==> config.mk <==
export PLATFORM = sky130hd
export DESIGN_NAME = run_length_glitch_filter_unit_flat
export DESIGN_NICKNAME = d
export VERILOG_FILES = /design/src/design/rlgf_pkg.sv /design/src/design/rlgf_in_if.sv /design/src/design/rlgf_out_if.sv /design/src/design/rlgf_core.sv /design/src/design/rlgf_pair_fifo.sv /design/src/design/run_length_glitch_filter_unit.sv /design/src/flat_wrapper.sv
export SDC_FILE = /design/constraint.sdc
export NUM_CORES = 2
export LEC_CHECK = 0
export ABC_AREA = 1
export BUFFER_PORTS_ARGS = -buffer_cell sky130_fd_sc_hd__buf_4
export CORE_MARGIN = 4
export CORE_UTILIZATION = 38
export DETAILED_ROUTE_END_ITERATION = 16
export PLACE_DENSITY = 0.62
export SYNTH_ARGS = -nofsm -noshare
export SYNTH_HDL_FRONTEND = slang
export SYNTH_HIERARCHICAL = 1
export SYNTH_SLANG_ARGS = --single-unit
==> constraint.sdc <==
create_clock -name clk -period 22.8 [get_ports clk]
set_input_delay 3.42 -clock clk [delete_from_list [all_inputs] [get_ports clk]]
set_output_delay 3.42 -clock clk [all_outputs]
set_load 0.1 [all_outputs]
==> src/design/rlgf_pkg.sv <==
package rlgf_pkg;

  // Default time field width
  localparam int TIME_WIDTH_DEF = 48;

  // Reset value of the minimum kept run length
  localparam int MIN_WIDTH_RST = 1;

  // Result pair entries held in the output queue
  localparam int PAIR_DEPTH = 2;

  // Push request from the filter core to the output queue
  typedef struct packed {
    logic push;  // at least one result this item
    logic two;   // the item produced two results
  } rlgf_push_t;

endpackage

==> src/design/rlgf_in_if.sv <==
interface rlgf_in_if #(
  parameter int W = rlgf_pkg::TIME_WIDTH_DEF
);
  logic         valid;
  logic         ready;
  logic         level;
  logic [W-1:0] offset;
  logic [W-1:0] duration;
  logic         last;

  modport source (output valid, level, offset, duration, last, input ready);
  modport sink   (input valid, level, offset, duration, last, output ready);
endinterface

==> src/design/rlgf_out_if.sv <==
interface rlgf_out_if #(
  parameter int W = rlgf_pkg::TIME_WIDTH_DEF
);
  logic         valid;
  logic         ready;
  logic         pulse_level;
  logic [W-1:0] pulse_offset;
  logic [W-1:0] pulse_duration;
  logic         pulse_valid;
  logic         end_of_wave;

  modport source (output valid, pulse_level, pulse_offset, pulse_duration,
                  pulse_valid, end_of_wave, input ready);
  modport sink   (input valid, pulse_level, pulse_offset, pulse_duration,
                  pulse_valid, end_of_wave, output ready);
endinterface

==> src/design/rlgf_core.sv <==
// Run tracking and pending pulse state. Evaluates one item per go cycle and
// presents up to two results, packed as {level, offset, duration, valid, end}.
module rlgf_core #(
  parameter int W = rlgf_pkg::TIME_WIDTH_DEF
) (
  input  logic                 clk,
  input  logic                 rst_n,
  input  logic                 cfg_we,
  input  logic [W-1:0]         cfg_wdata,
  input  logic                 go,
  input  logic                 lvl,
  input  logic [W-1:0]         off,
  input  logic [W-1:0]         dur,
  input  logic                 last,
  output rlgf_pkg::rlgf_push_t push,
  output logic [2*W+2:0]       res0,
  output logic [2*W+2:0]       res1
);

  logic         min_r;
  logic [W-1:0] min_w_r;
  logic         first_r, first_nxt;
  logic         prev_r, prev_nxt;
  logic [W-1:0] run_r, run_nxt;
  logic         hp_r, hp_nxt;
  logic         plvl_r, plvl_nxt;
  logic [W-1:0] poff_r, poff_nxt;
  logic [W-1:0] pdur_r, pdur_nxt;

  logic         change, coal, qual, ext, emit_prev;
  logic [W:0]   s_run, s_ext;
  logic [W+1:0] s_fin;
  logic [W-1:0] run1, ext_dur, fin_dur, new_off;
  logic [W-1:0] hold_dur;

  // Minimum width register
  always_ff @(posedge clk) begin
    if (!rst_n) begin
      min_w_r <= W'(rlgf_pkg::MIN_WIDTH_RST);
      min_r   <= 1'b0;
    end else begin
      if (cfg_we) begin
        min_w_r <= cfg_wdata;
      end
      min_r <= 1'b0;
    end
  end

  // Run closing decision
  assign change    = !first_r && (lvl != prev_r);
  assign coal      = hp_r && (prev_r == plvl_r);
  assign qual      = change && (run_r >= min_w_r) && !coal && !min_r;
  assign ext       = change && !qual && hp_r;
  assign emit_prev = qual && hp_r;

  // Saturating sums; chained saturating adds of nonnegative terms collapse to
  // one three-term add clipped once
  assign s_run   = {1'b0, (change ? '0 : run_r)} + {1'b0, dur};
  assign run1    = s_run[W] ? '1 : s_run[W-1:0];
  assign s_ext   = {1'b0, pdur_r} + {1'b0, run_r};
  assign ext_dur = s_ext[W] ? '1 : s_ext[W-1:0];
  assign s_fin   = {2'b00, (qual ? '0 : pdur_r)} + {2'b00, run_r} + {2'b00, dur};
  assign fin_dur = (s_fin[W+1:W] != 2'b00) ? '1 : s_fin[W-1:0];
  assign new_off = off - run_r;

  // Pending pulse after the run decision
  assign hold_dur = qual ? run_r : (ext ? ext_dur : pdur_r);

  always_comb begin
    first_nxt = first_r;
    prev_nxt  = prev_r;
    run_nxt   = run_r;
    hp_nxt    = hp_r;
    plvl_nxt  = plvl_r;
    poff_nxt  = poff_r;
    pdur_nxt  = pdur_r;
    if (go) begin
      if (last) begin
        first_nxt = 1'b1;
        prev_nxt  = 1'b0;
        run_nxt   = '0;
        hp_nxt    = 1'b0;
        plvl_nxt  = 1'b0;
        poff_nxt  = '0;
        pdur_nxt  = '0;
      end else begin
        first_nxt = 1'b0;
        prev_nxt  = lvl;
        run_nxt   = run1;
        hp_nxt    = hp_r | qual;
        plvl_nxt  = qual ? prev_r : plvl_r;
        poff_nxt  = qual ? new_off : poff_r;
        pdur_nxt  = hold_dur;
      end
    end
  end

  // Waveform state
  always_ff @(posedge clk) begin
    if (!rst_n) begin
      first_r <= 1'b1;
      prev_r  <= 1'b0;
      run_r   <= '0;
      hp_r    <= 1'b0;
      plvl_r  <= 1'b0;
      poff_r  <= '0;
      pdur_r  <= '0;
    end else begin
      first_r <= first_nxt;
      prev_r  <= prev_nxt;
      run_r   <= run_nxt;
      hp_r    <= hp_nxt;
      plvl_r  <= plvl_nxt;
      poff_r  <= poff_nxt;
      pdur_r  <= pdur_nxt;
    end
  end

  // Results: the displaced pulse first, then the flushed one
  always_comb begin
    logic [2*W+2:0] fin;
    if (hp_r | qual) begin
      fin = {(qual ? prev_r : plvl_r), (qual ? new_off : poff_r), fin_dur, 1'b1, 1'b1};
    end else begin
      fin = {1'b0, {W{1'b0}}, {W{1'b0}}, 1'b0, 1'b1};
    end
    res1 = fin;
    res0 = emit_prev ? {plvl_r, poff_r, pdur_r, 1'b1, 1'b0} : fin;
  end

  assign push.push = go && (emit_prev || last);
  assign push.two  = emit_prev && last;

endmodule

==> src/design/rlgf_pair_fifo.sv <==
// Output queue of result pairs; each entry holds one or two results that
// leave one per transfer.
module rlgf_pair_fifo #(
  parameter int W = rlgf_pkg::TIME_WIDTH_DEF
) (
  input  logic                 clk,
  input  logic                 rst_n,
  input  rlgf_pkg::rlgf_push_t push,
  input  logic [2*W+2:0]       res0,
  input  logic [2*W+2:0]       res1,
  output logic                 can_push,
  output logic                 out_valid,
  input  logic                 out_ready,
  output logic [2*W+2:0]       out_res
);

  localparam int DEPTH = rlgf_pkg::PAIR_DEPTH;
  localparam int PW    = $clog2(DEPTH);
  localparam int CW    = $clog2(DEPTH + 1);

  logic [2*W+2:0] e0_r [DEPTH];
  logic [2*W+2:0] e1_r [DEPTH];
  logic           two_r [DEPTH];
  logic [PW-1:0]  wr_r, rd_r;
  logic [CW-1:0]  cnt_r, cnt_nxt;
  logic           sub_r;
  logic           pop, retire, wr;

  assign out_valid = (cnt_r != '0);
  assign out_res   = sub_r ? e1_r[rd_r] : e0_r[rd_r];
  assign pop       = out_valid && out_ready;
  assign retire    = pop && (sub_r || !two_r[rd_r]);
  assign can_push  = (cnt_r != CW'(DEPTH)) || retire;
  assign wr        = push.push && can_push;

  always_comb begin
    cnt_nxt = cnt_r;
    if (wr && !retire) begin
      cnt_nxt = cnt_r + CW'(1);
    end else if (!wr && retire) begin
      cnt_nxt = cnt_r - CW'(1);
    end
  end

  // Pointers and count
  always_ff @(posedge clk) begin
    if (!rst_n) begin
      wr_r  <= '0;
      rd_r  <= '0;
      cnt_r <= '0;
      sub_r <= 1'b0;
    end else begin
      cnt_r <= cnt_nxt;
      if (wr) begin
        wr_r <= (wr_r == PW'(DEPTH - 1)) ? '0 : wr_r + PW'(1);
      end
      if (retire) begin
        rd_r  <= (rd_r == PW'(DEPTH - 1)) ? '0 : rd_r + PW'(1);
        sub_r <= 1'b0;
      end else if (pop) begin
        sub_r <= 1'b1;
      end
    end
  end

  // Entry payload
  always_ff @(posedge clk) begin
    if (wr) begin
      e0_r[wr_r]  <= res0;
      e1_r[wr_r]  <= res1;
      two_r[wr_r] <= push.two;
    end
  end

endmodule

==> src/design/run_length_glitch_filter_unit.sv <==
// Flow: an input transfer loads the input register; the filter core then
// evaluates the item and pushes its results into the output queue, which
// offers them on out_ch. Throughput: one item per cycle while the output
// queue can accept a push. The output port moves one result per cycle while
// out_ch.ready is high, so an item with two results takes two transfers.
// Reset: synchronous, active low; clears the waveform state, empties the queue
// and sets min_width to 1.
module run_length_glitch_filter_unit #(
  parameter int TIME_WIDTH = rlgf_pkg::TIME_WIDTH_DEF
) (
  input  logic            clk,
  input  logic            rst_n,
  rlgf_in_if.sink         in_ch,
  rlgf_out_if.source      out_ch,
  input  logic            cfg_we,
  input  logic [TIME_WIDTH-1:0] cfg_wdata
);

  localparam int W = TIME_WIDTH;

  logic         s1_vld_r, s1_vld_nxt;
  logic         s1_lvl_r;
  logic [W-1:0] s1_off_r, s1_dur_r;
  logic         s1_last_r;
  logic         go, can_push, in_xfer;

  rlgf_pkg::rlgf_push_t push;
  logic [2*W+2:0] res0, res1, out_res;

  // Input register
  assign go           = s1_vld_r && can_push;
  assign in_ch.ready  = !s1_vld_r || go;
  assign in_xfer      = in_ch.valid && in_ch.ready;
  assign s1_vld_nxt   = in_xfer ? 1'b1 : (go ? 1'b0 : s1_vld_r);

  always_ff @(posedge clk) begin
    if (!rst_n) begin
      s1_vld_r <= 1'b0;
    end else begin
      s1_vld_r <= s1_vld_nxt;
    end
  end

  always_ff @(posedge clk) begin
    if (in_xfer) begin
      s1_lvl_r  <= in_ch.level;
      s1_off_r  <= in_ch.offset;
      s1_dur_r  <= in_ch.duration;
      s1_last_r <= in_ch.last;
    end
  end

  rlgf_core #(.W(W)) u_core (
    .clk       (clk),
    .rst_n     (rst_n),
    .cfg_we    (cfg_we),
    .cfg_wdata (cfg_wdata),
    .go        (go),
    .lvl       (s1_lvl_r),
    .off       (s1_off_r),
    .dur       (s1_dur_r),
    .last      (s1_last_r),
    .push      (push),
    .res0      (res0),
    .res1      (res1)
  );

  rlgf_pair_fifo #(.W(W)) u_fifo (
    .clk       (clk),
    .rst_n     (rst_n),
    .push      (push),
    .res0      (res0),
    .res1      (res1),
    .can_push  (can_push),
    .out_valid (out_ch.valid),
    .out_ready (out_ch.ready),
    .out_res   (out_res)
  );

  // Unpack {level, offset, duration, valid, end}
  assign out_ch.pulse_level    = out_res[2*W+2];
  assign out_ch.pulse_offset   = out_res[2*W+1:W+2];
  assign out_ch.pulse_duration = out_res[W+1:2];
  assign out_ch.pulse_valid    = out_res[1];
  assign out_ch.end_of_wave    = out_res[0];

endmodule

==> src/flat_wrapper.sv <==
// flat-port wrapper written by rule: the top's interface ports become plain ports
module run_length_glitch_filter_unit_flat 
#(
  parameter int TIME_WIDTH = rlgf_pkg::TIME_WIDTH_DEF
)
  (clk, rst_n, cfg_we, cfg_wdata, in_ch_valid, in_ch_level, in_ch_offset, in_ch_duration, in_ch_last, in_ch_ready, out_ch_valid, out_ch_pulse_level, out_ch_pulse_offset, out_ch_pulse_duration, out_ch_pulse_valid, out_ch_end_of_wave, out_ch_ready);
  rlgf_in_if #(.W((rlgf_pkg::TIME_WIDTH_DEF))) in_ch_i ();
  rlgf_out_if #(.W((rlgf_pkg::TIME_WIDTH_DEF))) out_ch_i ();
  input  logic clk;
  input  logic rst_n;
  input  logic cfg_we;
  input  logic [TIME_WIDTH-1:0] cfg_wdata;
  input wire logic [$bits(in_ch_i.valid)-1:0] in_ch_valid;
  input wire logic [$bits(in_ch_i.level)-1:0] in_ch_level;
  input wire logic [$bits(in_ch_i.offset)-1:0] in_ch_offset;
  input wire logic [$bits(in_ch_i.duration)-1:0] in_ch_duration;
  input wire logic [$bits(in_ch_i.last)-1:0] in_ch_last;
  output wire logic [$bits(in_ch_i.ready)-1:0] in_ch_ready;
  output wire logic [$bits(out_ch_i.valid)-1:0] out_ch_valid;
  output wire logic [$bits(out_ch_i.pulse_level)-1:0] out_ch_pulse_level;
  output wire logic [$bits(out_ch_i.pulse_offset)-1:0] out_ch_pulse_offset;
  output wire logic [$bits(out_ch_i.pulse_duration)-1:0] out_ch_pulse_duration;
  output wire logic [$bits(out_ch_i.pulse_valid)-1:0] out_ch_pulse_valid;
  output wire logic [$bits(out_ch_i.end_of_wave)-1:0] out_ch_end_of_wave;
  input wire logic [$bits(out_ch_i.ready)-1:0] out_ch_ready;
  assign in_ch_i.valid = in_ch_valid;
  assign in_ch_i.level = in_ch_level;
  assign in_ch_i.offset = in_ch_offset;
  assign in_ch_i.duration = in_ch_duration;
  assign in_ch_i.last = in_ch_last;
  assign in_ch_ready = in_ch_i.ready;
  assign out_ch_valid = out_ch_i.valid;
  assign out_ch_pulse_level = out_ch_i.pulse_level;
  assign out_ch_pulse_offset = out_ch_i.pulse_offset;
  assign out_ch_pulse_duration = out_ch_i.pulse_duration;
  assign out_ch_pulse_valid = out_ch_i.pulse_valid;
  assign out_ch_end_of_wave = out_ch_i.end_of_wave;
  assign out_ch_i.ready = out_ch_ready;
  run_length_glitch_filter_unit #(.TIME_WIDTH(TIME_WIDTH)) u_core (.clk(clk), .rst_n(rst_n), .in_ch(in_ch_i), .out_ch(out_ch_i), .cfg_we(cfg_we), .cfg_wdata(cfg_wdata));
endmodule
==> flow_summary.json <==
{
  "core_area_um2": 119000,
  "muxShareOfSynthArea": 0,
  "vias": 43100,
  "drive_gt1_frac": 0.0724,
  "avgSynthCellArea_um2": 7.49,
  "grt_usage": 0.291,
  "r2r-end": "u_core/u_fifo/e0_r[0][33]",
  "synth_top_area_frac": 0.327,
  "row_count": 126,
  "holdPathEnd": "u_core/u_core/poff_r[43]",
  "clock_latency_ns": 0.69,
  "dpl_cell_area_um2": 48900,
  "numPortBuffers": 251,
  "arrival_ns": 4.33,
  "cellLeakagePower_nw": 22.2,
  "yosys.area.top_type": "edfxtp_1",
  "synthCells": 6087,
  "synth_nets": 6529,
  "synth_compound_area_frac": 0.135,
  "most-common-layout-cells": "nand2_1, inv_1, nor2_1",
  "relSlewSlack": 0.165,
  "die_w_um": 354,
  "dpl.hpwl_um": 147000,
  "required_ns": 19.38,
  "min_period_ns": 7.75,
  "report.power.total_w": 0.00384,
  "nFillCells": 12200,
  "slew_violations": 0,
  "reg2reg_from": "u_core/u_core/run_r[15]",
  "globalRoute.totalOverflow": 0,
  "fp.dieH_um": 354,
  "async_flop_share": 0,
  "layout.cells.most_common": "nand2_1",
  "rsz0062_at_grt": "no",
  "synth_adder_area_share": 0.0884,
  "ys_seq_area_frac": 0.416,
  "grt_max_degree": 119,
  "cts-buffers-inserted": 81,
  "hold_viol": 0,
  "setup_tns_ns": 0,
  "antenna_found_initial": 11,
  "synth-xor-area-share": 0.0221,
  "hold_buffers": 0,
  "regToRegSetupSlack_ns": 15.57,
  "post-cts-setup-buffers": 0,
  "hold_start": "u_core/u_core/poff_r[43]",
  "grt_pass1_vias": 39700,
  "fmax_ghz": 0.129,
  "yosys.area_share.simple": 0.251,
  "synth.distinct_cells": 49,
  "die_area_um2": 126000,
  "io_pins": 252,
  "cap_viol_max_count": 0,
  "end_kind": "output port",
  "drt-wirelength-per-cell_um": 23.8,
  "firstDrtPassIters": 6,
  "critPathLaunchType": "input pin",
  "drc": 0,
  "netlist_top_cells_area": "edfxtp_1, nand2_1, dfxtp_1, ha_1, inv_1",
  "synthToLayoutAreaGrowth_pct": 13.2,
  "finish.utilization": 0.435,
  "cts_tree": "done",
  "synth_edf_count": 496,
  "synth_seq_cells": 699,
  "clock_sinks": 699,
  "avgViaCountPerCell": 5.45,
  "cts_root_buf": "clkbuf_16",
  "holdCritPathClass": "register to register",
  "detail-route-antenna-nets": 0,
  "grt_pass1_wl_um": 271000,
  "htree_levels": 3,
  "final.setup_skew_ns": 0.0588,
  "vdd_drop_max_mv": 0.0731,
  "ff2ff_path_depth": 30,
  "worstSetupPathType": "input pin to output port",
  "drt_wl_total_um": 188000,
  "finalHoldWorstSlack_ns": 0.465,
  "syn-cell-area_um2": 45600,
  "p_per_area_nw_per_um2": 74.5,
  "yosysWarnings": 6,
  "critPathMaxFanout": 5,
  "nets": 6688,
  "synth_top_family_by_area": "simple AND/OR/NAND/NOR gates",
  "start_util": 0.385,
  "finalSetupViolations": 0,
  "drt_iter0_markers": 4788,
  "design_area_um2": 51600,
  "tightestPinTransition_ns": 1.25,
  "run_status": "completed",
  "cts_repair_resize_count": 0,
  "period_share": 0.340,
  "synth_flop_cell": "edfxtp_1",
  "clockBufferDepth": 3,
  "hold_path_depth": 2,
  "path_clk_slew_ns": 0.06,
  "gp_congestion": 1.02
}
cell usage after synthesis (3+ instances only):
cell and n:
nor4_1 7, a31oi_1 9, buf_2 48, fa_1 52, ha_1 239, o21bai_1 24
nand3_1 247, nor2_1 740, o22ai_1 99, a21oi_1 447, a21boi_0 16, buf_1 24
nand3b_1 10, buf_4 21, inv_2 3, inv_1 787, xnor2_1 60, nor3_1 31
clkbuf_2 5, nand2_4 4, dfxtp_1 203, nand4_1 158, o21a_1 16, buf_6 5
and2_1 4, o211ai_1 12, clkbuf_1 123, edfxtp_1 496, xor2_1 55, o21ai_1 52
a21o_1 15, nand2_1 1597, o21ai_0 457
state kept, by name, summed over array words and instances (netlist names), 2 cells and up, named ones only:
| signal | flops |
|---|---|
| u_core/u_core/poff_r | 48 |
| u_core/u_core/min_w_r | 48 |
| u_core/u_core/pdur_r | 48 |
| u_core/u_fifo/e0_r | 198 |
| u_core/u_core/run_r | 48 |
| u_core/s1_dur_r | 48 |
| u_core/s1_off_r | 48 |
| u_core/u_fifo/two_r | 2 |
| u_core/u_fifo/e1_r | 198 |
| u_core/u_fifo/cnt_r | 2 |
through the flow:
step / setup slack [ns] / cells
finish: 15.05 / 7912
global route: 15.01 / 7911
CTS: 15.05 / 7911
detailed placement: 15.05 / 7763
global placement: 15.06 / 7763
floorplan: 9.05 / 6087
worst max path at each step:
stage                                          end  depth (start not counted)  slack [ns]    startpoint
after floorplan           u_core/u_fifo/e0_r[0][0]                         11        9.05  out_ch_ready
after global placement                 in_ch_ready                          7       15.06  out_ch_ready
after detailed placement               in_ch_ready                          7       15.05  out_ch_ready
after CTS                              in_ch_ready                          7       15.05  out_ch_ready
after global routing                   in_ch_ready                          7       15.01  out_ch_ready
final                                  in_ch_ready                          7       15.05  out_ch_ready
final cells by class:
cell class	instances	area (µm²)	area share
Sequential cell	699	19000	0.367
Clock inverter	37	373	0.00722
Inverter	792	3000	0.0580
Timing Repair Buffer	302	2270	0.0439
Clock buffer	111	2310	0.0448
Multi-Input combinational cell	4370	22700	0.440
Tap cell	1600	2000	0.0388
Antenna cell	1	2.50	0.0000485
where the power goes:
group	internal (W)	total, W	switching (W)
logic	0.000244	0.00106	0.000814
clock network	0.000762	0.00132	0.000557
registers	0.00141	0.00147	0.0000566
routing by layer:
| layer | vias to the layer above | wire length [µm] | GRT usage |
|---|---|---|---|
| li1 | 20400 | - | - |
| met1 | 20600 | 84800 | 0.419 |
| met2 | 1838 | 79900 | 0.438 |
| met3 | 284 | 16800 | 0.0557 |
| met4 | 6 | 6910 | 0.0971 |
| met5 | - | 41 | 0 |
critical path: stages:
cell,delay [ns]
buf_4,0.08
o21a_1,0.19
nand2_4,0.09
nand2_4,0.09
inv_1,0.09
nand2_2,0.08
buf_4,0.29
cell families (layout without fill, tap and decap cells):
logic type      after synthesis  in the layout
buf+inv                    1018           1242
fa+ha+maj                   291            291
xor+xnor                    115            115
other cells                   1              2
simple gates               2809           2809
flops                       699            699
compound gates             1154           1154
No activity file was read; power rests on OpenSTA's default activity.
